File: src/rtl/msg_ram.sv
`timescale 1ns / 1ps
// ----------------------------------------------------------------------------
// msg_ram
// Simple dual-port synchronous RAM, one write and one registered read port.
// ----------------------------------------------------------------------------
module msg_ram #(
    parameter int W     = 96,
    parameter int DEPTH = 35
) (
    input  logic                     i_clk,
    input  logic                     i_we,
    input  logic [$clog2(DEPTH)-1:0] i_waddr,
    input  logic [W-1:0]             i_wdata,
    input  logic [$clog2(DEPTH)-1:0] i_raddr,
    output logic [W-1:0]             o_rdata
);
    logic [W-1:0] r_mem [DEPTH];
    logic [W-1:0] r_rdata;

    always_ff @(posedge i_clk) begin
        if (i_we) begin
            r_mem[i_waddr] <= i_wdata;
        end
        r_rdata <= r_mem[i_raddr];
    end

    assign o_rdata = r_rdata;
endmodule

File: config.mk
export PLATFORM = sky130hd
export DESIGN_NAME = msg_ram
export DESIGN_NICKNAME = d
export VERILOG_FILES = /design/src/rtl/msg_ram.sv
export SDC_FILE = /design/constraint.sdc
export NUM_CORES = 2
export LEC_CHECK = 0
export BUFFER_PORTS_ARGS = -buffer_cell sky130_fd_sc_hd__buf_2
export CAP_MARGIN = 15
export CORE_ASPECT_RATIO = 0.75
export CORE_MARGIN = 8
export CORE_UTILIZATION = 62
export CTS_CLUSTER_SIZE = 25
export DETAILED_ROUTE_END_ITERATION = 16
export GPL_ROUTABILITY_DRIVEN = 1
export PLACE_DENSITY_LB_ADDON = 0.05
export SLEW_MARGIN = 20
export SYNTH_ARGS = -nofsm -noshare
export SYNTH_HDL_FRONTEND = slang
export SYNTH_SLANG_ARGS = --single-unit
export TNS_END_PERCENT = 30
File: constraint.sdc
create_clock -name i_clk -period 8.1 [get_ports i_clk]
set_clock_uncertainty 0.15 [all_clocks]
set_input_delay 1.215 -clock i_clk [delete_from_list [all_inputs] [get_ports i_clk]]
set_output_delay 1.215 -clock i_clk [all_outputs]
set_load 0.005 [all_outputs]
==> metrics.txt <==
result of the run complete, no violations; proportion of synthesized chip area in sequential cells 0.790; HPWL reported at the end of detailed placement approximately 140000 um; Horiz. Die Dim 545 um; Data arrival, critical path between 4 and 5 ns; effective utilization at floorplan 0.625; full die area about 230000 um2; power per cell area 251 nW/um2; number of routed nets with antenna violations 0; unrepaired setup endpoints after global routing no; final-layout fill cell count 12447; number of DRC markers after the initial detailed-route iteration 8110; Setup crit end kind flip-flop; quantity of hold-fixing buffers added after cts 0; Cells after DPL 8459; Post-Syn Instances 5660; met3 usage 0.0442; fraction of layout cells with a size suffix above 1 0.273; Remaining DRCs 0; first element of the critical path i_we; R2R Setup Slk 6.19 ns; Setup crit end r_mem[23][13]; DRT Pass-1 Iters 5; clock latency of the later-clocked register in the worst-skew pair 0.85 ns; WHS Path Cells 4; highest-utilization routing layer at the global route stage met2; Hold Violations, Final 0; worst hold slack 0.446 ns; CTS buffer count 324; global-route wire length before repair 449000 um; total number of nets in the final design 6102; pin count of the biggest net entering global routing 127; synthesis-to-layout area growth 11.6%; cell chosen for the clock root sky130_fd_sc_hd__clkbuf_16; number of unique standard cell types used by synthesis 35; Setup Total Neg Slack 0 ns; core area 208000 um2; met2 Use GR 0.465; worst rel slew slack 0.215; maximum level of the CTS H-tree 5; highest attainable clock frequency 264 MHz; CTS tree yes; synthesized net count just under 6000; overflow left after global routing 0; # port buffers 205; maximum VDD drop around 0.00024 V; Max-cap violations 0; number of rows in the core area 145; per-cell via count in the routed design 6.76; Global Route Usage Sum 0.281; R2R Path Start r_mem[22][0]; Placer Congestion 0.701; r2r worst-path depth 4; Die Y between 400 and 500 um; largest fanout of any net on the critical path 35; Least-Margin Pin Slew roughly 1.2 ns; clock period minus worst slack 3.79 ns; worst min path class flip-flop to flip-flop; post-CTS sizing 0; # Post-CTS Setup Buffers 0; vias in the first global route about 61000; final cycle utilization of the critical path 0.468; routed length per placed instance between 30 and 40 um; number of synthesis warnings 0; antenna violations before repair 35; total number of vias 61247; final count of negative-setup-slack endpoints 0; Reg clk slew, reported paths 0.06 ns; Mapped Area 130000 um2; I/O Pins 206; kind of start point of the critical path primary input; met1 usage in global routing 0.397; count of final max-slew check failures 0; TritonCTS Sinks 3456; startpoint-to-endpoint class of the critical path primary input to flip-flop; non-filler cells in the finished layout 9061; overall routed net length roughly 320000 um; buffer depth of the longest clock path 4; Crit Reg-Reg Endpoint o_rdata[0]; critical path required time around 8.4 ns; number of synthesized register bits 3456; mean instance size in the synthesized netlist around 23 um2; leak pwr 46.1 nW
[final cells by class]
| type | count | area [um2] | share of cell area |
|---|---|---|---|
| multi-input cells | 1894 | 26000 | 0.179 |
| repair buffers | 316 | 2440 | 0.0168 |
| diodes | 11 | 27.5 | 0.000189 |
| clock inverters | 134 | 1260 | 0.00865 |
| clock buffers | 457 | 9280 | 0.0639 |
| flip-flops and latches | 3456 | 103000 | 0.708 |
| well taps | 2793 | 3490 | 0.0241 |
[metal layers]
layer  vias up  share of wire
met5         -        0.00033
met4        16          0.028
met3       538          0.081
met2      2925           0.49
met1     33126           0.40
li1      24642              -
[sequential cells by signal, summed over array words and instances (netlist names)]
signal	cells
o_rdata	96
r_mem	3360
[cells in the final DEF (no fill, tap or decap), types with 57 or more instances in the layout]
master,instances
sky130_fd_sc_hd__buf_2,200
sky130_fd_sc_hd__mux4_2,764
sky130_fd_sc_hd__buf_4,69
sky130_fd_sc_hd__clkinv_2,57
sky130_fd_sc_hd__mux2i_1,289
sky130_fd_sc_hd__clkbuf_1,87
sky130_fd_sc_hd__o21ai_0,93
sky130_fd_sc_hd__o211ai_1,166
sky130_fd_sc_hd__dfxtp_1,96
sky130_fd_sc_hd__a22o_1,93
sky130_fd_sc_hd__a21oi_1,93
sky130_fd_sc_hd__nand2_1,192
sky130_fd_sc_hd__edfxtp_1,3360
sky130_fd_sc_hd__clkbuf_16,343
sky130_fd_sc_hd__mux2_2,103
[metrics by stage]
step	setup WS [ns]	utilization	instance area [um2]	total power [W]
after floorplan	1.63	-	130000	0.0211
after global placement	3.47	0.646	135000	0.0217
after detailed placement	3.46	0.646	135000	0.0218
after CTS	4.36	0.697	145000	0.0367
after global routing	4.29	0.697	145000	0.0375
final	4.31	0.697	145000	0.0365
[synthesized netlist by cell type, drive strengths merged]
library cell,number,area share
or3b,2,0.00013
nor4,3,0.00014
mux4,764,0.13
edfxtp,3360,0.77
clkbuf,140,0.0040
nor2b,7,0.00034
mux2,103,0.0089
nor4b,1,0.000067
a21oi,93,0.0036
dfxtp,96,0.015
nand2b,4,0.00019
nand3b,5,0.00029
o21ai,93,0.0036
or2,1,0.000048
a211oi,3,0.00017
a31oi,1,0.000048
or3,1,0.000048
nand3,4,0.00015
mux2i,289,0.022
nand2,193,0.0056
o311ai,1,0.000067
buf,170,0.0091
a221oi,4,0.00027
o211ai,186,0.011
a2111oi,3,0.00030
o22ai,1,0.000048
nor2,39,0.0011
a22o,93,0.0063
[power breakdown]
part | total [W] | internal (W) | switching, W | leakage, nW
Sequential | 0.0199 | 0.0198 | 0.0000804 | 31.0
Clock | 0.0151 | 0.00876 | 0.00636 | 5.17
Combinational | 0.00151 | 0.000610 | 0.000901 | 9.88
Total | 0.0365 | 0.0291 | 0.00735 | 46.1
[how the worst min path moves through the flow]
stage,to,start,slack [ns]
after floorplan,o_rdata[0],r_mem[34][0],0.41
after global placement,o_rdata[28],r_mem[34][28],0.43
after detailed placement,o_rdata[66],r_mem[34][66],0.43
after CTS,o_rdata[31],r_mem[34][31],0.45
after global routing,o_rdata[66],r_mem[34][66],0.49
final,o_rdata[31],r_mem[34][31],0.45
[critical path, cell delays in order]
cell	delay [ns]
sky130_fd_sc_hd__buf_2	0.09
sky130_fd_sc_hd__nor2b_1	0.23
sky130_fd_sc_hd__nand3b_1	0.61
sky130_fd_sc_hd__nor2_4	0.27
sky130_fd_sc_hd__buf_4	0.76
sky130_fd_sc_hd__buf_4	0.82
[cells by family (layout without fill, tap and decap cells)]
kind of cell,after synthesis,count (layout),share of synthesized area
AO/OA/AOI/OAI,478,478,0.0258
flip-flops,3456,3456,0.790
buffers and inverters,310,907,0.0131
other,0,11,0
AND/OR/NAND/NOR,260,260,0.00810
multiplexers,1156,1156,0.163
Note: power is estimated with default switching activity, not from simulation.
