--- src/rtl/msg_pkg.sv ---
`timescale 1ns / 1ps
// ----------------------------------------------------------------------------
// msg_pkg
// Shared types, constants and helper functions of the mass-spring grid core.
// ----------------------------------------------------------------------------
package msg_pkg;

    localparam int GRID_W_DEF = 7;
    localparam int GRID_H_DEF = 5;

    localparam logic [31:0] HALF_Q   = 32'd8388608;
    localparam logic [31:0] TWO_Q    = 32'd33554432;
    localparam logic [31:0] LAT_STEP = 32'd3355443;
    localparam logic [31:0] SPRING_TOL = 32'd17;
    localparam logic [27:0] REST_RST = 28'd3355443;
    localparam logic [24:0] GAIN_RST = 25'd5033165;
    localparam logic [24:0] DAMP_RST = 25'd16609444;
    localparam int NUM_W = 59;

    typedef enum logic [1:0] {
        FN_WRITE = 2'd0,
        FN_TICK  = 2'd1,
        FN_READ  = 2'd2
    } t_func;

    typedef enum logic [1:0] {
        CFG_REST = 2'd0,
        CFG_GAIN = 2'd1,
        CFG_DAMP = 2'd2
    } t_cfg;

    typedef enum logic [4:0] {
        S_CLR, S_IDLE, S_RD_WAIT, S_SELF, S_NB_SEL, S_NB_WAIT, S_SQ, S_SQ_ADD,
        S_SQRT_GO, S_SQRT, S_LEN, S_Q_MUL, S_Q_DIV_GO, S_Q_DIV, S_NB_ACC,
        S_G_MUL, S_G_RES, S_F_WR, S_U_ADD, S_U_POS, S_U_MUL, S_U_RES, S_U_WR,
        S_DONE
    } t_state;

    function automatic logic signed [31:0] sat32(input logic signed [65:0] v);
        if (v > 66'sd2147483647) begin
            return 32'sh7FFF_FFFF;
        end else if (v < -66'sd2147483648) begin
            return 32'sh8000_0000;
        end
        return 32'(v);
    endfunction

    // round(n * 0.2) in q8.24, valid for n below 64
    function automatic logic [31:0] lat_off(input logic [5:0] n);
        logic [15:0] m;
        m = 16'((10'({n, 1'b0}) + 10'd5) * 16'd205);
        return 32'(32'(n) * LAT_STEP) + 32'(m >> 11);
    endfunction

endpackage

--- src/rtl/msg_div.sv ---
`timescale 1ns / 1ps
// ----------------------------------------------------------------------------
// msg_div
// Unsigned restoring divider, one quotient bit per cycle.
// ----------------------------------------------------------------------------
module msg_div
    import msg_pkg::*;
(
    input  logic             i_clk,
    input  logic             i_rst_n,
    input  logic             i_start,
    input  logic [NUM_W-1:0] i_num,
    input  logic [31:0]      i_den,
    output logic             o_done,
    output logic [NUM_W-1:0] o_quo
);
    logic             r_busy, n_busy;
    logic             r_done, n_done;
    logic [5:0]       r_cnt, n_cnt;
    logic [NUM_W-1:0] r_num, n_num;
    logic [NUM_W-1:0] r_quo, n_quo;
    logic [31:0]      r_rem, n_rem;
    logic [31:0]      r_den, n_den;

    always_comb begin
        logic [32:0] sh;
        sh     = {r_rem, r_num[NUM_W-1]};
        n_busy = r_busy;
        n_done = 1'b0;
        n_cnt  = r_cnt;
        n_num  = r_num;
        n_quo  = r_quo;
        n_rem  = r_rem;
        n_den  = r_den;
        if (i_start) begin
            n_busy = 1'b1;
            n_cnt  = '0;
            n_num  = i_num;
            n_quo  = '0;
            n_rem  = '0;
            n_den  = i_den;
        end else if (r_busy) begin
            if (sh >= {1'b0, r_den}) begin
                n_rem = 32'(sh - {1'b0, r_den});
                n_quo = {r_quo[NUM_W-2:0], 1'b1};
            end else begin
                n_rem = sh[31:0];
                n_quo = {r_quo[NUM_W-2:0], 1'b0};
            end
            n_num = r_num << 1;
            n_cnt = r_cnt + 6'd1;
            if (r_cnt == 6'(NUM_W - 1)) begin
                n_busy = 1'b0;
                n_done = 1'b1;
            end
        end
    end

    always_ff @(posedge i_clk) begin
        if (!i_rst_n) begin
            r_busy <= 1'b0;
            r_done <= 1'b0;
            r_cnt  <= '0;
        end else begin
            r_busy <= n_busy;
            r_done <= n_done;
            r_cnt  <= n_cnt;
        end
        r_num <= n_num;
        r_quo <= n_quo;
        r_rem <= n_rem;
        r_den <= n_den;
    end

    assign o_done = r_done;
    assign o_quo  = r_quo;
endmodule

--- config.mk ---
export PLATFORM = sky130hd
export DESIGN_NAME = msg_div
export DESIGN_NICKNAME = d
export VERILOG_FILES = /design/src/rtl/msg_pkg.sv /design/src/rtl/msg_div.sv
export SDC_FILE = /design/constraint.sdc
export NUM_CORES = 1
export LEC_CHECK = 0
export ABC_AREA = 0
export BUFFER_PORTS_ARGS = -buffer_cell sky130_fd_sc_hd__buf_2
export CAP_MARGIN = 10
export CORE_ASPECT_RATIO = 1.5
export CORE_MARGIN = 2
export CORE_UTILIZATION = 35
export DETAILED_ROUTE_END_ITERATION = 6
export PLACE_DENSITY_LB_ADDON = 0.25
export SETUP_SLACK_MARGIN = 0.05
export SYNTH_ARGS = -nofsm -noshare
export SYNTH_HDL_FRONTEND = slang
export SYNTH_SLANG_ARGS = --single-unit
--- constraint.sdc ---
create_clock -name i_clk -period 5.82 [get_ports i_clk]
set_clock_uncertainty 0.05 [all_clocks]
set_input_delay 0.873 -clock i_clk [delete_from_list [all_inputs] [get_ports i_clk]]
set_output_delay 0.873 -clock i_clk [all_outputs]
set_load 0.005 [all_outputs]
==> impl_results.md <==
- Post_cts resized: 0
- CTS tree: built
- Number of synthesized flops with an enable pin: 91
- Post-Layout Inst Area: 10700 um2
- Post-cts hold buffer count: 0
- First-pass GRT wire length: 32500 um
- R2r endpoint: r_rem[17]$_SDFFE_PP0P_
- RSZ-0062 raised after global routing: false
- Final setup viols: 0
- Largest net degree at the start of global routing: 86
- Syn Inst Count: 834
- Gr ovfl total: 0
- Slowest stage delay, CP: 0.94 ns
- Die width: 136 um
- CTS Root Cell: clkbuf_16
- Vias in the first global route: 6368
- Complex-gate fraction of the synthesized area: 11.6%
- Power density cells: 304 nW/um2
- Postcts setup bufs: 0
- Worst Path Arrival: 3.78 ns
- Max_slew headroom: 27.5%
- Worst hold path stage count: 2
- Final Non-Filler Cells: 1308
- Setup TNS: 0 ns
- Nets: 1090
- Hold_sp: r_cnt[5]$_SDFFE_PP0P_
- Pint: 2.39 mW
- Die H: 202 um
- DR vias: 6430
- Flop pwr share: 47.2%
- Commonest non-fill, non-tap cell in the layout: buf_2
- Cell area after synthesis: 9150 um2
- Min-delay worst type: register to register
- Placed instance area: 10100 um2
- CP cell instances: inv_1 > ha_1 > nor2b_1 > o2111ai_1 > nand4_1 > nor4b_2 > o21ai_1 > o22a_2 > mux2_2 > mux2i_1 > nor2_1
- Switch share: 26.9%
- Max-Cap Viols: 0
- Initial antenna violation count: 5
- Most frequent cells in the layout: buf_2, nor2_1, dfxtp_1, edfxtp_1, mux2i_1
- Post-synth top flop: dfxtp_1
- Gp weighted congestion: 0.859
- Power share of the clock group: 36.4%
- Final Hold Fails: 0
- # IOs: 154
- Final Max Tran Viols: 0
- Initial Utilization: 35.5%
- Yosys cell types: 60
- Final core utilization: 41.7%
- DR pass1 iterations: 4
- Switching Power: 880 uW
- Post-synthesis mux area share: 15.1%
- Vias/cell: 4.92
- # H-tree levels: 4
- Req. time, crit path: 6.07 ns
- Critical Path Sink Type: register
- Clock Sinks: 190
- Share of cells above drive strength 1: 27.1%
- Total power: 3.27 mW
- Clock Latency Late Sink: 0.45 ns
- Placed cells: 1275
- Max Fclk: 0.283 GHz
- Worst r2r src: r_den[1]$_DFFE_PP_
- Slowest stage cell on the critical path: o22a_2
- Xor/xnor cell area share of the yosys netlist: 2.97%
- #FFs+latches synth: 190
- Detail Placement HPWL: 14000 um
- R2R Setup Slk: 2.29 ns
- Comb pwr share: 16.4%
- Mapped Nets: 963
- Largest family of logic cells by synthesized area: multiplexers
- Post-Route WL: 20100 um
- Outcome: finished clean
- Core area: 25800 um2
- Routed len/inst: 15.4 um
- Tot GR Track Use: 15.1%
- Syn Area/Cell: 11.0 um2
- Period utilization: 60.7%
- Clock Tree Buf Depth: 2
- Port bufs: 153
- Measured slew at the worst slew-check pin: 1.09 ns
- Yosys Warn Count: 0
- Clock Pin Slew Worst Setup and Hold Paths: 0.07 ns
- Min Tclk post-route: 3.53 ns
- DR iter-0 viols: 303
- R2R depth: 11
- Setup crit start kind: register
- Crit. Startpoint: r_den[1]$_DFFE_PP_
- # DRC: 0
- Crit Path Class: register to register
- Post-route antenna net violation count: 0
- Crit-path max FO: 54
- Post-Synth Simple-Gate Area: 9.75%
- Layout Area Growth over Synthesis: 17.4%
- Sequential share of the synthesized area: 51.5%
- Leakage: 4.62 nW
- Row count: 72
- Num CTS Buffers: 17
- Post-synthesis async set-or-reset flop share: 0%
- Peak supply drop: 0.000214 V
- Die Area: 27500 um2
- Adder-cell share of the synthesized area: 4.87%
- Critical Path End: r_rem[17]$_SDFFE_PP0P_
## worst max-delay path: cells and delay by family (launching register included)
family | cells | cell delay, ns
adder cells (fa/ha/maj) | 1 | 0.22
multiplexers | 2 | 0.55
flip-flops | 1 | 0.42
buffers and inverters | 1 | 0.07
AO/OA/AOI/OAI | 3 | 1.52
AND/OR/NAND/NOR | 4 | 0.54
## final cells by class
class	count	area, um2
tap	333	417
timing repair buffer	157	802
clock buffer	24	534
fill	2568	15000
sequential	190	4720
antenna	1	2.50
clock inverter	8	63.8
multi-input combinational	553	4050
inverter	42	158
## registers in the layout, indices dropped and copies added, names as in the netlist
name and count:
o_quo 59, r_num 59, r_den 32, r_rem 32
r_cnt 6, o_done 1, r_busy 1
## cell usage after synthesis (all sizes together) (16+ instances only)
library cell / count / area [um2]
a211oi: 31 / 253
a21o: 17 / 128
a21oi: 50 / 254
buf: 23 / 130
clkbuf: 26 / 101
dfxtp: 99 / 1980
edfxtp: 91 / 2730
ha: 34 / 425
inv: 41 / 154
mux2: 61 / 687
mux2i: 69 / 691
nand2: 23 / 86.3
nor2: 126 / 473
o21ai: 16 / 80.1
xor2: 17 / 149
## per-layer routing
metal / vias up / wire [um] / track usage, %
met4: 6 / 336 / 5.17
met5: - / 33 / 0
met2: 104 / 10700 / 27.1
met3: 25 / 871 / 4.36
met1: 3048 / 8220 / 16.9
li1: 3247 / - / -
## worst min path at each step
stage	end
5_1_grt	r_cnt[5]$_SDFFE_PP0P_
6_report	r_cnt[5]$_SDFFE_PP0P_
4_1_cts	r_cnt[5]$_SDFFE_PP0P_
3_3_place_gp	r_cnt[5]$_SDFFE_PP0P_
3_5_place_dp	r_cnt[5]$_SDFFE_PP0P_
2_1_floorplan	r_cnt[5]$_SDFFE_PP0P_
## power groups by stage
stage | clock network [mW] | logic, mW | registers, mW
after CTS | 1.23 | 0.542 | 1.55
final | 1.19 | 0.536 | 1.54
after global placement | 0 | 0.536 | 1.57
after global routing | 1.28 | 0.601 | 1.56
after detailed placement | 0 | 0.539 | 1.57
after floorplan | 0 | 0.438 | 1.55
## logic make-up after synthesis
family,Yosys count
multiplexers,130
flip-flops,190
AND/OR/NAND/NOR,202
adder cells (fa/ha/maj),35
AO/OA/AOI/OAI,155
buffers and inverters,91
XOR/XNOR,31
## stage by stage
step	hold slack (ns)	setup slack, ns
after floorplan	0.408	3.03
after global placement	0.419	2.32
after detailed placement	0.439	2.24
after CTS	0.451	2.23
after global routing	0.469	1.93
final	0.452	2.29
Note: power is estimated with default switching activity, not from simulation.
