==> src/rtl/msg_pkg.sv <==
`timescale 1ns / 1ps
// ----------------------------------------------------------------------------
// msg_pkg
// Shared types, constants and helper functions of the mass-spring grid core.
// ----------------------------------------------------------------------------
package msg_pkg;

    localparam int GRID_W_DEF = 7;
    localparam int GRID_H_DEF = 5;

    localparam logic [31:0] HALF_Q   = 32'd8388608;
    localparam logic [31:0] TWO_Q    = 32'd33554432;
    localparam logic [31:0] LAT_STEP = 32'd3355443;
    localparam logic [31:0] SPRING_TOL = 32'd17;
    localparam logic [27:0] REST_RST = 28'd3355443;
    localparam logic [24:0] GAIN_RST = 25'd5033165;
    localparam logic [24:0] DAMP_RST = 25'd16609444;
    localparam int NUM_W = 59;

    typedef enum logic [1:0] {
        FN_WRITE = 2'd0,
        FN_TICK  = 2'd1,
        FN_READ  = 2'd2
    } t_func;

    typedef enum logic [1:0] {
        CFG_REST = 2'd0,
        CFG_GAIN = 2'd1,
        CFG_DAMP = 2'd2
    } t_cfg;

    typedef enum logic [4:0] {
        S_CLR, S_IDLE, S_RD_WAIT, S_SELF, S_NB_SEL, S_NB_WAIT, S_SQ, S_SQ_ADD,
        S_SQRT_GO, S_SQRT, S_LEN, S_Q_MUL, S_Q_DIV_GO, S_Q_DIV, S_NB_ACC,
        S_G_MUL, S_G_RES, S_F_WR, S_U_ADD, S_U_POS, S_U_MUL, S_U_RES, S_U_WR,
        S_DONE
    } t_state;

    function automatic logic signed [31:0] sat32(input logic signed [65:0] v);
        if (v > 66'sd2147483647) begin
            return 32'sh7FFF_FFFF;
        end else if (v < -66'sd2147483648) begin
            return 32'sh8000_0000;
        end
        return 32'(v);
    endfunction

    // round(n * 0.2) in q8.24, valid for n below 64
    function automatic logic [31:0] lat_off(input logic [5:0] n);
        logic [15:0] m;
        m = 16'((10'({n, 1'b0}) + 10'd5) * 16'd205);
        return 32'(32'(n) * LAT_STEP) + 32'(m >> 11);
    endfunction

endpackage

==> src/rtl/msg_sqrt.sv <==
`timescale 1ns / 1ps
// ----------------------------------------------------------------------------
// msg_sqrt
// Integer square root of a 64-bit value, two radicand bits per cycle.
// ----------------------------------------------------------------------------
module msg_sqrt
    import msg_pkg::*;
(
    input  logic        i_clk,
    input  logic        i_rst_n,
    input  logic        i_start,
    input  logic [63:0] i_val,
    output logic        o_done,
    output logic [31:0] o_root
);
    logic        r_busy, n_busy;
    logic        r_done, n_done;
    logic [4:0]  r_cnt, n_cnt;
    logic [63:0] r_v, n_v;
    logic [63:0] r_res, n_res;
    logic [63:0] r_bit, n_bit;

    always_comb begin
        logic [63:0] t;
        t      = r_res + r_bit;
        n_busy = r_busy;
        n_done = 1'b0;
        n_cnt  = r_cnt;
        n_v    = r_v;
        n_res  = r_res;
        n_bit  = r_bit;
        if (i_start) begin
            n_busy = 1'b1;
            n_cnt  = '0;
            n_v    = i_val;
            n_res  = '0;
            n_bit  = 64'd1 << 62;
        end else if (r_busy) begin
            if (r_v >= t) begin
                n_v   = r_v - t;
                n_res = (r_res >> 1) + r_bit;
            end else begin
                n_res = r_res >> 1;
            end
            n_bit = r_bit >> 2;
            n_cnt = r_cnt + 5'd1;
            if (r_cnt == 5'd31) begin
                n_busy = 1'b0;
                n_done = 1'b1;
            end
        end
    end

    always_ff @(posedge i_clk) begin
        if (!i_rst_n) begin
            r_busy <= 1'b0;
            r_done <= 1'b0;
            r_cnt  <= '0;
        end else begin
            r_busy <= n_busy;
            r_done <= n_done;
            r_cnt  <= n_cnt;
        end
        r_v   <= n_v;
        r_res <= n_res;
        r_bit <= n_bit;
    end

    assign o_done = r_done;
    assign o_root = r_res[31:0];
endmodule

==> config.mk <==
export PLATFORM = sky130hd
export DESIGN_NAME = msg_sqrt
export DESIGN_NICKNAME = d
export VERILOG_FILES = /design/src/rtl/msg_pkg.sv /design/src/rtl/msg_sqrt.sv
export SDC_FILE = /design/constraint.sdc
export NUM_CORES = 1
export LEC_CHECK = 0
export BUFFER_PORTS_ARGS = -buffer_cell sky130_fd_sc_hd__buf_4
export CELL_PAD_IN_SITES_DETAIL_PLACEMENT = 0
export CELL_PAD_IN_SITES_GLOBAL_PLACEMENT = 1
export CORE_UTILIZATION = 43
export CTS_CLUSTER_SIZE = 16
export DETAILED_ROUTE_END_ITERATION = 16
export GPL_TIMING_DRIVEN = 0
export PLACE_DENSITY_LB_ADDON = 0.1
export RECOVER_POWER = 25
export SLEW_MARGIN = 25
export SYNTH_ARGS = -nofsm -noshare
export SYNTH_HDL_FRONTEND = slang
export SYNTH_SLANG_ARGS = --single-unit
==> constraint.sdc <==
create_clock -name i_clk -period 9.9 [get_ports i_clk]
set_input_delay 0.495 -clock i_clk [delete_from_list [all_inputs] [get_ports i_clk]]
set_output_delay 0.495 -clock i_clk [all_outputs]
set_load 0.1 [all_outputs]
==> run metrics <==
final net count=2,344; die area=between 0.03 and 0.04 mm2; P_leak=6.88 nW; CP max stage delay=~0.76 ns; clock sinks=between 150 and 200; CP most frequent cell=a21oi_1; Simple-Gate Fraction of Synth Area=20.3%; Die W=195 um; GRT Total Usage=31.0%; max-slew violations=0; final setup violation count=0; largest family of logic cells by synthesized area=compound AO/OA/AOI/OAI gates; GP Congestion=0.999; ys flop type=dfxtp_1; clk_lat worst skew=0.47 ns; CTS tree=yes; Worst EP required=10.11 ns; fillers=3,689; Clock Skews=around 0.013 ns; dpl hpwl=46.3 mm; Synth Instances=about 2.0k; Worst R2R Path Depth=24; largest net degree at the start of global routing=23; diode count=0; R2R Path End=r_v[36]; fraction of layout cells with a size suffix above 1=9.93%; total clock buffers created by CTS=17; Ys Warns=0; Routed Antenna Nets=0; XOR/XNOR Fraction of Synth Area=8.29%; Yosys top cell area share=12.9%; critical path depth=24; reg2reg setup slack=1.71 ns; CP Cell Sequence=ha_1 > ha_1 > a21oi_1 > o21ai_1 > and3_1 > o21ai_1 > a2111oi_0 > o311ai_1 > a21oi_1 > or2_2 > xnor2_1 > ha_1 > nand2_1 > o21ai_0 > a21oi_1 > o221ai_1 > a21oi_1 > nand2_1 > nand2_4 > buf_4 > buf_4 > o21ai_4 > buf_16 > buf_16; power per cell area=254 mW/mm2; area growth from synthesis to layout=11.7%; number of global-route vias before repair=15.5k; Crit Path Category=reg -> reg; most common library cells after synthesis=nand2_1 (225), nor2_1 (177), o21ai_0 (162); EDFF count, synth=64; Reg clk slew, reported paths=~0.070 ns; worst ir drop on vdd=0.000144 V; fraction of the mapped netlist area in adder cells=10.5%; Final Hold Fails=0; starting density of the core=43.7%; Post-CTS Hold Buffers=0; iteration-0 DRC count of the detailed router=1,105; async set-or-reset flop fraction in the synthesized netlist=0%; grt total ovfl=0; synth unique cells=94; max_slew headroom=21.3%; routed len/inst=22.7 um; Max-Cap Viols=0; Resized cells post-CTS=0; Slowest-stage cell, CP=o311ai_1; port bufs=98; overall die height=195 um; Peak Freq=122 MHz; DR vias=16.0k; final worst path period need=8.19 ns; Post-CTS Setup Inserts=0; core box area=approximately 0.037 mm2; Mapped Nets=around 2.2k; Tightest Hold Check Type=in -> reg; Routed Wire Length=59.4 mm; via/cell ratio=6.09; multiplexer share of the synthesized area=3.31%; # DRC=0; count leader, synth=nand2_1; design area=0.0178 mm2; Synth area leaders=dfxtp_1 (13%), edfxtp_1 (12%), ha_1 (10%), nand2_1 (5.3%), o21ai_0 (5.1%); Area after DPL=0.0174 mm2; Critical R2R Launch=r_res[0]; synthesized area=around 0.016 mm2; first-pass GRT wire length=90.0 mm; run status=finished, final reports clean; complex-gate fraction of the synthesized area=26.9%; initial antenna violation count=0; worst-path maximum fanout=22; Critical Path Source Type=flop; RSZ-0062 raised after global routing=no; Max clock buf depth=2; std cell rows=70; worst setup path end=r_v[36]; area leader, netlist=dfxtp_1; crit path DAT=8.41 ns; mean area per synthesized cell=7.88 um2; Critical Path Source=r_res[0]; sequential area share after synthesis=between 20% and 30%; CP Buf/Inv Count=4; Worst Max-Slew Pin Slew=1.19 ns; io pins=100; H-tree depth=4; cell family with most CP delay=compound AO/OA/AOI/OAI gates; Root Buffer Master=clkbuf_16; Detailed Routing Iterations Pass 1=5; Setup crit end kind=flop; fin crit share=between 80% and 90%; FF+latch count, synth=167; Fin Setup TNS=0 ns
## logic make-up after synthesis
kind of cell,count (synthesis)
DFF,167
buffers and inverters,195
muxes,52
xor gates and xnor gates,151
and+or+nand+nor,681
adders and majority gates,133
AOI/OAI and AO/OA,645
## metrics by stage
step           total power [mW]  util [%]  setup WS (ns)  hold slack, ns  instances
5_1_grt                    4.82      48.8           1.43           0.283       2624
3_5_place_dp               3.81      47.5           1.97           0.497       2593
3_3_place_gp               3.80      47.3          -5.33           0.490       2590
4_1_cts                    4.51      49.1           1.90           0.234       2624
2_1_floorplan              3.02         -          0.203           0.467       2024
6_report                   4.53      48.8           1.71           0.249       2624
## state kept, by name, indices dropped and copies added (netlist names)
signal and flops:
o_done 1, r_bit 32, r_busy 1, r_cnt 5, r_res 64, r_v 64
## area by class of cell
cell class	instances	area (um2)	share of cell area [%]
inverter	50	188	1.05
tap	468	586	3.29
clock buffer	26	542	3.04
multi-input combinational	1662	11100	62.1
clock inverter	5	33.8	0.190
timing repair buffer	101	694	3.90
buffer	145	721	4.05
sequential	167	3980	22.4
## worst register-to-register path, stage by stage, from the launching register on
cell,delay (ns)
dfxtp_1,0.36
ha_1,0.24
ha_1,0.21
a21oi_1,0.26
o21ai_1,0.24
and3_1,0.30
o21ai_1,0.38
a2111oi_0,0.31
o311ai_1,0.76
a21oi_1,0.22
or2_2,0.35
xnor2_1,0.30
ha_1,0.36
nand2_1,0.17
o21ai_0,0.14
a21oi_1,0.16
o221ai_1,0.20
a21oi_1,0.63
nand2_1,0.64
nand2_4,0.41
buf_4,0.28
buf_4,0.28
o21ai_4,0.22
buf_16,0.30
buf_16,0.20
## report_power, final
part           leakage (nW)  internal, mW  switching [mW]
clock network         0.287         0.377           0.309
registers              1.49         0.926           0.119
logic                  5.11         0.962            1.83
total                  6.88          2.27            2.26
## per-layer routing
metal | track usage (%) | part of all wire, %
met4 | 10.8 | 2.9
met5 | 0 | 0
met2 | 52.9 | 48
met3 | 4.69 | 5.0
met1 | 39.6 | 45
## placed cells by master (no fill, tap or decap), types with 20 or more instances in the layout
cell type,netlist,layout
a211oi_1,44,44
a21o_1,40,40
a21oi_1,130,130
a311oi_1,21,21
a31oi_1,56,56
and3_1,33,33
buf_4,37,102
clkbuf_1,83,124
dfxtp_1,103,103
edfxtp_1,64,64
ha_1,132,132
inv_1,50,50
mux2i_1,46,46
nand2_1,225,225
nand3_1,49,49
nand4_1,48,48
nor2_1,177,177
nor3_1,31,31
o211ai_1,24,24
o21ai_0,162,160
o21bai_1,20,20
or3_1,21,21
xnor2_1,72,72
xor2_1,79,79
## worst min-delay path by stage
stage / start / to / slack (ns) / cells after the start
after floorplan: r_cnt[4] / r_cnt[4] / 0.47 / 2
after global placement: r_cnt[3] / r_cnt[3] / 0.49 / 2
after detailed placement: r_cnt[4] / r_cnt[4] / 0.50 / 2
after CTS: i_rst_n / r_busy / 0.23 / 2
after global routing: i_rst_n / r_busy / 0.28 / 2
final: i_rst_n / r_busy / 0.25 / 2
(Power assumes the default switching activity.)
